<file path="src/assert_macros.svh">
// ----------------------------------------------------------------------------
// Assertion macros
// Shared concurrent assertion forms for the IMU frame parser.
// ----------------------------------------------------------------------------
`ifndef ASSERT_MACROS_SVH
`define ASSERT_MACROS_SVH

// Clocked check that is switched off while the given reset is asserted.
`define IMUSFP_ASSERT(lbl, clk, rst_n, prop) \
    lbl: assert property (@(posedge clk) disable iff (!rst_n) prop) \
        else $error("%m: assertion failed");

// Same check on the house clock and reset names.
`define IMUSFP_ASSERT_STD(lbl, prop) \
    `IMUSFP_ASSERT(lbl, i_clk, i_rst_n, prop)

`endif

</file>
<file path="src/imusfp_pkg.sv">
// ----------------------------------------------------------------------------
// IMU serial frame parser package
// Frame constants, record type codes and the frame event type.
// ----------------------------------------------------------------------------
package imusfp_pkg;

    localparam logic [7:0] HDR_BYTE    = 8'h55;
    localparam int         FRAME_LEN   = 11;
    localparam int         PAYLOAD_LEN = 8;
    localparam int         POS_W       = $clog2(FRAME_LEN);
    localparam int         PAY_IDX_W   = $clog2(PAYLOAD_LEN);

    localparam logic [POS_W-1:0] POS_HDR  = POS_W'(0);
    localparam logic [POS_W-1:0] POS_TYPE = POS_W'(1);
    localparam logic [POS_W-1:0] POS_PAY  = POS_W'(2);
    localparam logic [POS_W-1:0] POS_LAST = POS_W'(FRAME_LEN - 1);

    localparam logic [7:0] TYPE_ACCEL = 8'h51;
    localparam logic [7:0] TYPE_RATE  = 8'h52;
    localparam logic [7:0] TYPE_ANGLE = 8'h53;

    typedef logic signed [15:0] t_word;

    typedef struct packed {
        logic             last;
        logic             done;
        logic [7:0]       rtype;
        t_word [2:0]      words;
    } t_frame_evt;

endpackage

</file>
<file path="src/imu_serial_frame_parser_core.sv">
// ----------------------------------------------------------------------------
// IMU serial frame parser core
// Assembles 11-byte sensor frames from received bytes and reports the latest
// acceleration, angular-rate and angle words on every completed frame.
// ----------------------------------------------------------------------------
// The result appears in the cycle after the eleventh byte of a frame is accepted.
// Throughput: one byte per cycle; only the last byte of a frame waits while
// the previous result is still held in the output register.
// Reset: synchronous, active low; position, triples, ready flag and output
// valid are cleared. No clearing pass is needed.
module imu_serial_frame_parser_core
    import imusfp_pkg::*;
(
    input  logic        i_clk,
    input  logic        i_rst_n,
    input  logic        i_valid,
    output logic        o_stall,
    input  logic [7:0]  i_rx_byte,
    output logic        o_valid,
    input  logic        i_stall,
    output logic [7:0]  o_frame_type,
    output t_word       o_accel_x,
    output t_word       o_accel_y,
    output t_word       o_accel_z,
    output t_word       o_rate_x,
    output t_word       o_rate_y,
    output t_word       o_rate_z,
    output t_word       o_angle_x,
    output t_word       o_angle_y,
    output t_word       o_angle_z,
    output logic        o_sensor_ready
);

    t_frame_evt  w_evt;
    logic        w_in_acc;
    logic        w_out_acc;

    t_word [2:0] r_accel, n_accel;
    t_word [2:0] r_rate,  n_rate;
    t_word [2:0] r_angle, n_angle;
    logic        r_ready, n_ready;
    logic        r_out_valid, n_out_valid;
    logic [7:0]  r_out_type;

    assign o_stall   = r_out_valid && i_stall && w_evt.last;
    assign w_in_acc  = i_valid && !o_stall;
    assign w_out_acc = r_out_valid && !i_stall;

    imusfp_frame u_frame (
        .i_clk     (i_clk),
        .i_rst_n   (i_rst_n),
        .i_accept  (w_in_acc),
        .i_rx_byte (i_rx_byte),
        .o_evt     (w_evt)
    );

    always_comb begin
        n_accel     = r_accel;
        n_rate      = r_rate;
        n_angle     = r_angle;
        n_out_valid = w_out_acc ? 1'b0 : r_out_valid;
        if (w_evt.done) begin
            unique case (w_evt.rtype)
                TYPE_ACCEL: n_accel = w_evt.words;
                TYPE_RATE:  n_rate  = w_evt.words;
                TYPE_ANGLE: n_angle = w_evt.words;
                default:    ;
            endcase
            n_out_valid = 1'b1;
        end
        n_ready = r_ready || (w_evt.done && n_angle[0] != '0);
    end

    always_ff @(posedge i_clk) begin
        if (!i_rst_n) begin
            r_accel     <= '0;
            r_rate      <= '0;
            r_angle     <= '0;
            r_ready     <= 1'b0;
            r_out_valid <= 1'b0;
        end else begin
            r_accel     <= n_accel;
            r_rate      <= n_rate;
            r_angle     <= n_angle;
            r_ready     <= n_ready;
            r_out_valid <= n_out_valid;
        end
    end

    always_ff @(posedge i_clk) begin
        if (w_evt.done) begin
            r_out_type <= w_evt.rtype;
        end
    end

    assign o_valid        = r_out_valid;
    assign o_frame_type   = r_out_type;
    assign o_accel_x      = r_accel[0];
    assign o_accel_y      = r_accel[1];
    assign o_accel_z      = r_accel[2];
    assign o_rate_x       = r_rate[0];
    assign o_rate_y       = r_rate[1];
    assign o_rate_z       = r_rate[2];
    assign o_angle_x      = r_angle[0];
    assign o_angle_y      = r_angle[1];
    assign o_angle_z      = r_angle[2];
    assign o_sensor_ready = r_ready;

`include "assert_macros.svh"

    `IMUSFP_ASSERT_STD(a_no_overwrite, (w_evt.done && r_out_valid) |-> w_out_acc)
    `IMUSFP_ASSERT_STD(a_ready_sticky, r_ready |=> r_ready)
    `IMUSFP_ASSERT_STD(a_triples_hold, (r_out_valid && !w_out_acc) |=> $stable(r_angle))
    `IMUSFP_ASSERT(a_result_from_frame, i_clk, i_rst_n,
        (!r_out_valid || w_out_acc) ##1 r_out_valid |-> $past(w_evt.done))

endmodule

</file>
<file path="src/imusfp_frame.sv">
// ----------------------------------------------------------------------------
// IMU frame assembler
// Tracks the byte position, holds the type and payload bytes and flags the
// completion of each frame together with its decoded triple.
// ----------------------------------------------------------------------------
module imusfp_frame
    import imusfp_pkg::*;
(
    input  logic       i_clk,
    input  logic       i_rst_n,
    input  logic       i_accept,
    input  logic [7:0] i_rx_byte,
    output t_frame_evt o_evt
);

    logic [POS_W-1:0]  r_pos;
    logic [POS_W-1:0]  n_pos;
    logic [7:0]        r_type;
    logic [7:0]        r_pay [PAYLOAD_LEN];
    logic [POS_W-1:0]  w_pay_off;

    assign w_pay_off = r_pos - POS_PAY;

    always_comb begin
        n_pos = r_pos;
        if (i_accept) begin
            priority if (r_pos == POS_HDR) begin
                n_pos = (i_rx_byte == HDR_BYTE) ? POS_TYPE : POS_HDR;
            end else if (r_pos >= POS_LAST) begin
                n_pos = POS_HDR;
            end else begin
                n_pos = r_pos + POS_W'(1);
            end
        end
    end

    always_ff @(posedge i_clk) begin
        if (!i_rst_n) begin
            r_pos <= POS_HDR;
        end else begin
            r_pos <= n_pos;
        end
    end

    always_ff @(posedge i_clk) begin
        if (i_accept && r_pos == POS_TYPE) begin
            r_type <= i_rx_byte;
        end
        if (i_accept && r_pos >= POS_PAY && r_pos < POS_LAST) begin
            r_pay[w_pay_off[PAY_IDX_W-1:0]] <= i_rx_byte;
        end
    end

    always_comb begin
        o_evt.last  = (r_pos == POS_LAST);
        o_evt.done  = i_accept && (r_pos == POS_LAST);
        o_evt.rtype = r_type;
        for (int k = 0; k < 3; k++) begin
            o_evt.words[k] = {r_pay[2*k+1], r_pay[2*k]};
        end
    end

`include "assert_macros.svh"

    `IMUSFP_ASSERT_STD(a_pos_range, r_pos <= POS_LAST)
    `IMUSFP_ASSERT_STD(a_bad_hdr_stays,
        (i_accept && r_pos == POS_HDR && i_rx_byte != HDR_BYTE) |=> r_pos == POS_HDR)
    `IMUSFP_ASSERT_STD(a_type_then_payload,
        (i_accept && r_pos == POS_TYPE) |=> r_pos == POS_PAY)

endmodule
</file>
<file path="config.mk">
export PLATFORM = sky130hd
export DESIGN_NAME = imu_serial_frame_parser_core
export DESIGN_NICKNAME = d
export VERILOG_FILES = /design/src/imusfp_pkg.sv /design/src/imu_serial_frame_parser_core.sv /design/src/imusfp_frame.sv
export VERILOG_INCLUDE_DIRS = /design/src /design/src/src
export SDC_FILE = /design/constraint.sdc
export NUM_CORES = 1
export LEC_CHECK = 0
export ABC_AREA = 1
export BUFFER_PORTS_ARGS = -buffer_cell sky130_fd_sc_hd__buf_2
export CORE_MARGIN = 3
export CORE_UTILIZATION = 23
export CTS_CLUSTER_DIAMETER = 60
export CTS_CLUSTER_SIZE = 28
export DETAILED_ROUTE_END_ITERATION = 12
export MAX_ROUTING_LAYER = met4
export PLACE_DENSITY = 0.37
export SYNTH_ARGS = -nofsm -noshare
export SYNTH_HDL_FRONTEND = slang
export SYNTH_SLANG_ARGS = --single-unit
</file>
<file path="constraint.sdc">
create_clock -name i_clk -period 2.9 [get_ports i_clk]
set_input_delay 0.29 -clock i_clk [delete_from_list [all_inputs] [get_ports i_clk]]
set_output_delay 0.29 -clock i_clk [all_outputs]
set_load 0.01 [all_outputs]
</file>
# Yosys cells after proc, flatten, opt, wreduce, memory -nomap -nowiden
# Memories as Yosys holds them, arrays and structs flattened.
# Cells that the tools add are included.
# word_totals
register_bits	166
latch_bits	0
ram_bits	64
mem_bits_ro	0
out_inout_bits	155
wordCells	53
mem_count	1
# memory_table
memory	words	width	read_ports	rd_ports_with_merged_regs	wr	line_no	text
u_frame.r_pay	8	8	6	0	1	imusfp_frame.sv:19	logic [7:0] r_pay [PAYLOAD_LEN];
# classes
n_addsub	2
mul	0
div	0
n_lt_le_gt_ge	3
n_eq_ne	6
shifts	0
mux	9
bitwise_logic	0
reduce_logical	18
# op_table
operator	n
8-bit by 7-bit == test with 1-bit output, second input constant	4
16-bit two-way mux	2
16-bit nonzero test	1
1-bit logical AND	9
4-bit two-way mux	2
2-bit AND reduction	3
1-bit two-way mux	5
4-bit by 1-bit adder with 4-bit output, second input constant	1
4-bit by 1-bit == test with 1-bit output, second input constant	1
4-bit == test, second input constant	1
4-bit by 2-bit >= comparator with 1-bit output, second input constant	1
4-bit >= comparator, second input constant	1
4-bit zero test	1
4-bit less-than comparator, second input constant	1
3-bit by 2-bit subtractor with 3-bit output, second input constant	1
1-bit zero test	2
2-bit nonzero test	1
1-bit logical OR	1

# Longest topological paths before layout
# Gate-level depths: netlist (run 1).
# logic_depth
ltp_word	9
ltp_mapped	15
mapped_depth_nobuf	14

# Cells and area by module
# From an unflattened synthesis (run 1), not the netlist that was laid out.
# hier_totals
hier_cells	729
hier_area_um2	7419.6
# modules_own_cells
module	instances	cells_per_inst	area_per_inst_um2	seq_area_each_um2
imu_serial_frame_parser_core	1	615	5381.4	3163.0
imusfp_frame	1	114	2038.2	1761.7

# Worst setup path after synthesis (run 1)
# Ideal clock, no wire load.
# synth_path
kind	register -> register
start	register u_frame.r_pos[0]
end	memory u_frame.r_pay[1][0], enable pin
setup_time_ns	0.383
arrival_time_ns	1.628
required_ns	2.517
setup_slack_ns	0.889
stages_incl_launch_ff	9
n_path_buf	0
cell_sequence	dfxtp_1 inv_2 nand2_1 nor3_1 inv_1 nand2_1 inv_1 nand3_1 nor3_1
# synth_between
elab_chain_cells	8
# synth_lines
element	line_no	text
start, declared	imusfp_frame.sv:16	logic [POS_W-1:0] r_pos;
start signal, assigned	imusfp_frame.sv:41	r_pos <= n_pos;
4-bit == test	imusfp_frame.sv:55	o_evt.last = (r_pos == POS_LAST);
1-bit logical AND	imu_serial_frame_parser_core.sv:45	assign o_stall = r_out_valid && i_stall && w_evt.last;
net o_stall	imu_serial_frame_parser_core.sv:17	output logic o_stall,
1-bit zero test	imu_serial_frame_parser_core.sv:46	assign w_in_acc = i_valid && !o_stall;
1-bit logical AND	imu_serial_frame_parser_core.sv:46	
1-bit logical AND (2 in a row)	imusfp_frame.sv:49	if (i_accept && r_pos >= POS_PAY && r_pos < POS_LAST) begin
1-bit two-way mux	imusfp_frame.sv:49	
1-bit two-way mux (not written as such)	imusfp_frame.sv:50	r_pay[w_pay_off[PAY_IDX_W-1:0]] <= i_rx_byte;
end, declared	imusfp_frame.sv:19	
# The timed path passes the listed nets, and every way through them passes these cells.

# Worst setup path in the final report (run 1)
# layout_path
start	register u_frame.r_type[7]
end	register r_rate (netlist bit o_rate_x[13])
# layout_between
elab_chain_cells	2
# layout_lines
element	line_no	text
start, declared	imusfp_frame.sv:18	logic [7:0] r_type;
start signal, assigned	imusfp_frame.sv:47	r_type <= i_rx_byte;
8-bit by 7-bit == test with 1-bit output	imu_serial_frame_parser_core.sv:63	unique case (w_evt.rtype)
2-bit AND reduction (no line)	n/a	
end signal, assigned	imu_serial_frame_parser_core.sv:83	r_rate <= n_rate;
end, declared	imu_serial_frame_parser_core.sv:39	t_word [2:0] r_rate, n_rate;
# Every way passes these cells.
# A chain may end at the register's enable or synchronous reset.

==> run metrics, run 1 <==
run status finished clean; time the worst path needs with I/O delays and setup 2.27 ns; top cells by area, synth sky130_fd_sc_hd__dfxtp_1 39%, sky130_fd_sc_hd__edfxtp_1 25%, sky130_fd_sc_hd__a21oi_1 5.4%, sky130_fd_sc_hd__o21ai_0 5.4%, sky130_fd_sc_hd__nor2_1 5.0%; count of hold buffers inserted by post-cts repair 0; hold path depth 3; area of the die between 30000 and 40000 um^2; Post-Place Setup Slack ~0.57 ns; most instantiated cells after synthesis 150 x sky130_fd_sc_hd__dfxtp_1, 101 x sky130_fd_sc_hd__nor2_1, 100 x sky130_fd_sc_hd__nand2_1; clock power share 0.499; number of inserted filler cells in the final layout between 3000 and 4000; pwr dens 648 nW/um^2; highest net fanout along the worst path 19; Worst Setup Path Type flop to flop; clock tree from TritonCTS done; library cells used by synthesis 26; vias in the first global route 6006; Switch Pwr 1.54 mW; end of the worst hold path o_valid; maximum resistive drop on vdd 0.000385 V; Worst path top cell family by delay simple AND/OR/NAND/NOR gates; arrival time worst endpoint roughly 2.7 ns; initial standard-cell utilization of the core 0.234; via total after detailed routing between 6000 and 7000; worst-skew pair later-pin latency 0.52 ns; R2R Path Start u_frame.r_type[7]; Reg-to-Reg End o_rate_x[13]; sequential group share of total power 0.482; antenna violations before repair 0; number of levels the H-tree was split into 1; sum of net half-perimeters after detailed placement 16.3 mm; largest clock skew in the final design around 0.016 ns; proportion of netlist area held by the largest area contributor 0.393; Antenna Diode Count 0; floorplan core area 32600 um^2; Hold Path Origin i_valid; count of max-cap constraint violations 0; number of setup buffers added after CTS 0; Crit. End Element flop; count leader, synth sky130_fd_sc_hd__dfxtp_1; number of synthesized register bits 214; CP peak stage delay roughly 0.63 ns; cell total after placement between 1000 and 1500; ordered list of cells on the worst path inv_1, nand2_1, nor2_4, inv_1, nor4_4, inv_2, nor2_1, nor2_1; number of instances in the synthesized netlist slightly below 800; portion of the clock cycle consumed by the worst path in the final layout 0.783; width of the die approximately 190 um; Lkg Pwr 4.28 nW; cts bufs inserted 25; Slew @ Worst Pin between 0.7 and 0.8 ns; total length of routed wires 24.4 mm; area growth from synthesis to layout 29.6%; number of warnings issued by yosys 0; setup violators final 0; number of synthesized flops with an enable pin 64; final global-route overflow total 0; Iter 0 DRT Violations around 330; Gates resized, CTS repair 0; Crit path required time approximately 3.3 ns; net count after synthesis around 800; antenna viol nets, final 0; die span in y 188 um; register-to-register path setup slack between 0.6 and 0.7 ns; count of final hold-check violations 0; Avg WL per Cell 17.3 um; overall power consumption around 6.4 mW; Core Rows 66; aggregate global-route resource usage 0.140; DRT Pass-1 Iters 4; setup repair after global routing missed its margin no; startpoint types flop; synthesized area per cell slightly below 10 um^2; fin cells roughly 1400; kind of path behind the tightest hold check input pin to flop; portion of the post-synthesis area used by sequential elements 0.645; number of cells on the worst reg-to-reg path 8; maximum number of pins on one net before global-route repair 81; internal power between 4 and 5 mW; cell area after synthesis approximately 7600 um^2; most common flop cell mapped by yosys sky130_fd_sc_hd__dfxtp_1; share of layout cells above drive strength 1 0.252; clock transition at the registers of the reported paths roughly 0.060 ns; share of synthesized flip-flops with an asynchronous set or reset 0; DRC violations left 0; Combinational Power Share 0.018; I/O pin count 167; Buffers & Inverters on Critical Path 3; Net count, final 968; number of buffer cells added on primary ports around 170; library cell occupying the most area in the post-synthesis netlist sky130_fd_sc_hd__dfxtp_1; GPL Wtd Cong about 0.76; root cell of the clock tree sky130_fd_sc_hd__clkbuf_16; switching part of the total power 0.241; CP max stage cell sky130_fd_sc_hd__nor4_4; maximum clock insertion buffer count 3; max-slew violation total from the final report 0; count of clock tree sinks approximately 210; final standard cell utilization of the core 0.303; post-route setup slack ~0.63 ns; FMAX roughly 440 MHz; relative slew slack 0.473; first-pass GRT wire length ~38 mm; vias per std cell 4.26; post-route setup TNS 0 ns
-- logic make-up after synthesis --
family                     count (synthesis)  share of synthesized area
and+or+nand+nor                          272                      0.156
AOI/OAI and AO/OA                        199                      0.142
adders and majority gates                  4                    0.00656
DFF                                      214                      0.645
buffers and inverters                     99                     0.0500
-- registers in the layout, indices dropped and copies added (netlist names), 8 cells and up --
register	flops
o_accel_y	16
o_rate_z	16
o_angle_x	16
o_accel_x	16
o_frame_type	8
o_angle_y	16
u_frame.r_pay	48
o_accel_z	16
o_rate_x	16
u_frame.r_type	8
o_rate_y	16
o_angle_z	16
-- worst reg2reg max path: cells and delay by family (launching register included) --
family        cells  cell delay [ns]
buf+inv           3             0.51
simple gates      5             1.26
flops             1             0.38
-- area by class of cell --
cell class | count | area [um^2] | area share
sequential | 214 | 4920 | 0.498
clock inverter | 21 | 226 | 0.0229
multi-input combinational | 475 | 2330 | 0.236
tap | 442 | 553 | 0.0559
inverter | 51 | 191 | 0.0194
clock buffer | 25 | 626 | 0.0632
timing repair buffer | 185 | 1040 | 0.105
-- power groups by stage --
| stage | clock [mW] | combinational, mW | sequential [mW] |
|---|---|---|---|
| 2_1_floorplan | 0 | 0.0560 | 3.16 |
| 3_3_place_gp | 0 | 0.124 | 3.16 |
| 3_5_place_dp | 0 | 0.121 | 3.16 |
| 4_1_cts | 3.32 | 0.122 | 3.09 |
| 5_1_grt | 3.44 | 0.131 | 3.09 |
| 6_report | 3.20 | 0.117 | 3.09 |
-- placed cells by master (no fill, tap or decap) --
cell | Yosys | layout
sky130_fd_sc_hd__buf_2 | 8 | 166
sky130_fd_sc_hd__dfxtp_1 | 150 | 150
sky130_fd_sc_hd__nor2_1 | 101 | 101
sky130_fd_sc_hd__nand2_1 | 100 | 100
sky130_fd_sc_hd__o21ai_0 | 82 | 82
sky130_fd_sc_hd__a21oi_1 | 82 | 82
sky130_fd_sc_hd__edfxtp_1 | 64 | 64
sky130_fd_sc_hd__inv_1 | 47 | 46
sky130_fd_sc_hd__a211oi_1 | 33 | 33
sky130_fd_sc_hd__clkbuf_16 | 0 | 25
sky130_fd_sc_hd__nor3_1 | 22 | 22
sky130_fd_sc_hd__nand3_1 | 19 | 19
sky130_fd_sc_hd__nor4_1 | 16 | 16
sky130_fd_sc_hd__buf_4 | 0 | 14
sky130_fd_sc_hd__inv_6 | 0 | 5
sky130_fd_sc_hd__buf_12 | 0 | 5
sky130_fd_sc_hd__inv_2 | 3 | 4
sky130_fd_sc_hd__ha_1 | 4 | 4
sky130_fd_sc_hd__clkinv_8 | 0 | 4
sky130_fd_sc_hd__nand2_2 | 3 | 3
sky130_fd_sc_hd__nand4_1 | 3 | 3
sky130_fd_sc_hd__nor2_4 | 3 | 3
sky130_fd_sc_hd__clkinv_2 | 0 | 3
sky130_fd_sc_hd__inv_8 | 0 | 3
sky130_fd_sc_hd__clkinvlp_4 | 0 | 2
sky130_fd_sc_hd__clkinv_4 | 0 | 2
sky130_fd_sc_hd__nor2_2 | 1 | 1
sky130_fd_sc_hd__nand3_4 | 1 | 1
sky130_fd_sc_hd__clkinv_1 | 1 | 1
sky130_fd_sc_hd__nand3b_1 | 1 | 1
sky130_fd_sc_hd__nor4_4 | 1 | 1
sky130_fd_sc_hd__o21a_1 | 1 | 1
sky130_fd_sc_hd__a221oi_1 | 1 | 1
sky130_fd_sc_hd__nor3_4 | 0 | 1
sky130_fd_sc_hd__inv_4 | 0 | 1
sky130_fd_sc_hd__bufinv_16 | 0 | 1
-- how the worst max path moves through the flow --
stage | cells after the start | from | end
floorplan | 8 | u_frame.r_pos[0] | u_frame.r_pay[1][0]
global placement | 8 | u_frame.r_type[5] | o_rate_x[12]
detailed placement | 8 | u_frame.r_type[7] | o_rate_x[12]
CTS | 8 | u_frame.r_type[7] | o_rate_x[12]
global route | 8 | u_frame.r_type[7] | o_rate_z[15]
finish | 8 | u_frame.r_type[7] | o_rate_x[13]
-- routing by layer --
metal,routed length (um),part of all wire,global-route usage,vias up
li1,-,-,-,3032
met1,11600,0.48,0.193,2779
met2,10900,0.45,0.217,171
met3,1540,0.063,0.0268,34
met4,355,0.015,0.0268,0
met5,0,0,-,-
-- stage by stage --
step	hold slack (ns)	area (um^2)
3_5_place_dp	0.436	9040
6_report	0.131	9890
4_1_cts	0.101	9890
2_1_floorplan	0.389	7630
5_1_grt	0.134	9890
3_3_place_gp	0.432	9040
(Power assumes the default switching activity.)
==> run 2, diff against run 1 <==
==> constraint.sdc (replaced) <==
create_clock -name i_clk -period 2.2 [get_ports i_clk]
set_input_delay 0.22 -clock i_clk [delete_from_list [all_inputs] [get_ports i_clk]]
set_output_delay 0.22 -clock i_clk [all_outputs]
set_load 0.01 [all_outputs]
==> run metrics, run 2 (synthesis gave the netlist of run 1 again) <==
overall power consumption 8.39 mW (+31%); worst-skew pair later-pin latency 0.52 ns (about the same); Net count, final 973 (+0.52%); Antenna Diode Count 0 (unchanged); Buffers & Inverters on Critical Path 4 (+1); arrival time worst endpoint 2.24 ns (-0.44 ns); floorplan core area 32600 um^2 (unchanged); I/O pin count 167 (unchanged); cell total after placement 1373 (+0.44%); root cell of the clock tree sky130_fd_sc_hd__clkbuf_16; CP peak stage delay 0.40 ns (-0.23 ns); Hold Worst Slack 0.0682 ns (-0.0630 ns); Core Rows 66 (unchanged); relative slew slack 0.669 (+0.196); ordered list of cells on the worst path inv_2, nand2_1, nor3_2, inv_1, nand2_1, inv_1, nand3_1, nor3_1, buf_4; final standard cell utilization of the core 0.305 (+0.00180); count of final hold-check violations 0 (unchanged); sum of net half-perimeters after detailed placement 16.8 mm (+2.8%); FMAX 496 MHz (+13%); Met3 Routed Length 1.29 mm (-16%); maximum clock insertion buffer count 3 (unchanged); cell area after layout 9950 um^2 (+0.59%); Slew @ Worst Pin 0.495 ns (-0.292 ns); DRC violations left 0 (unchanged); CP max stage cell sky130_fd_sc_hd__dfxtp_1; area growth from synthesis to layout 30.3%; vias per std cell 4.27 (+0.31%); Worst path top cell family by delay simple AND/OR/NAND/NOR gates; setup repair after global routing missed its margin yes; startpoint types flop; number of levels the H-tree was split into 1 (unchanged); number of buffer cells added on primary ports 166 (unchanged); pwr dens 843 nW/um^2 (+30%); cts bufs inserted 24 (-4.0%); width of the die 188 um (unchanged); largest clock skew in the final design 0.0217 ns (+0.00599 ns); Worst Setup Path Type flop to flop; die span in y 188 um (unchanged); post-route setup TNS 0 ns (unchanged); post-route setup slack 0.182 ns (-0.447 ns); Post-Place Setup Slack 0.0884 ns (-0.480 ns); highest net fanout along the worst path 9 (-10); Lkg Pwr 4.32 nW (+0.86%); antenna violations before repair 0 (unchanged); most common cell after layout, fill and taps aside sky130_fd_sc_hd__buf_2; routed length on met1 12.1 mm (+3.7%); max reg flops 48 (unchanged); DRT Pass-1 Iters 5 (+1); antenna viol nets, final 0 (unchanged); clock tree from TritonCTS done; GPL Wtd Cong 0.725 (-4.5%); maximum resistive drop on vdd 0.000463 V (+20%); wire length on met2 10.8 mm (-1.0%); maximum number of pins on one net before global-route repair 57 (-30%); fin cells 1417 (+0.28%); kind of path behind the tightest hold check input pin to flop; top layer used by detailed routing met4; area of the die 35400 um^2 (unchanged); initial standard-cell utilization of the core 0.234 (unchanged); total length of routed wires 24.5 mm (+0.29%); setup violators final 0 (unchanged); post-detailed-placement cell area 9100 um^2 (+0.64%); count of max-cap constraint violations 0 (unchanged); via total after detailed routing 6052 (+0.60%); final global-route overflow total 0 (unchanged); aggregate global-route resource usage 0.139 (-0.000888); top library cells by usage in the layout, fill and taps aside 166 x sky130_fd_sc_hd__buf_2, 150 x sky130_fd_sc_hd__dfxtp_1, 101 x sky130_fd_sc_hd__nor2_1; Crit. End Element flop; vias in the first global route 5956 (-0.83%); first-pass GRT wire length 37.3 mm (-0.42%); Crit path required time 2.42 ns (-0.89 ns); Avg WL per Cell 17.3 um (about the same); count of clock tree sinks 214 (unchanged); Iter 0 DRT Violations 386 (+18%); max-slew violation total from the final report 0 (unchanged); run status finished clean; share of layout cells above drive strength 1 0.257 (+0.00512); portion of the clock cycle consumed by the worst path in the final layout 0.917 (+0.134); time the worst path needs with I/O delays and setup 2.02 ns (-0.253 ns); clock transition at the registers of the reported paths 0.07 ns (about the same)
==> run 2: power breakdown <==
part	switching, mW	internal (mW)	total, mW
sequential	0.00872	4.06	4.07
clock	1.82	2.34	4.16
combinational	0.122	0.0327	0.155
==> run 2: layout make-up <==
class	count	area, um^2
clock buffer	30	697
clock inverter	14	144
fill	3464	22700
inverter	51	195
multi-input combinational	475	2340
sequential	214	4920
tap	442	553
timing repair buffer	191	1100
==> run 2: worst reg2reg max path: stages, from the launching register on <==
cell and delay, ns:
sky130_fd_sc_hd__dfxtp_1 0.40, sky130_fd_sc_hd__inv_2 0.12, sky130_fd_sc_hd__nand2_1 0.13, sky130_fd_sc_hd__nor3_2 0.08, sky130_fd_sc_hd__inv_1 0.06, sky130_fd_sc_hd__nand2_1 0.14, sky130_fd_sc_hd__inv_1 0.18, sky130_fd_sc_hd__nand3_1 0.15
sky130_fd_sc_hd__nor3_1 0.25, sky130_fd_sc_hd__buf_4 0.23
==> run 2: final timing paths <==
| check | end | startpoint | depth (start not counted) | slack (ns) |
|---|---|---|---|---|
| worst max-delay path | u_frame.r_pay[3][1] | u_frame.r_pos[0] | 9 | 0.18 |
| worst min-delay path | o_angle_y[1] | i_rst_n | 3 | 0.07 |
| worst max register to register | u_frame.r_pay[3][1] | u_frame.r_pos[0] | 9 | 0.18 |
| worst min register to register | o_frame_type[3] | u_frame.r_type[3] | 0 | 0.45 |
==> run 2: per-layer routing <==
metal,GRT usage,up-vias
li1,-,3065
met1,0.199,2779
met2,0.209,181
met3,0.0220,27
met4,0.0289,0
met5,-,-
==> run 2: what timing repair did <==
item | CTS | global route
endpoints found under the setup margin | 0 | 28
endpoints found under the hold margin | 0 | 0
gates resized for setup | 0 | 3
buffers inserted | 0 | 0
hold buffers | 0 | 0
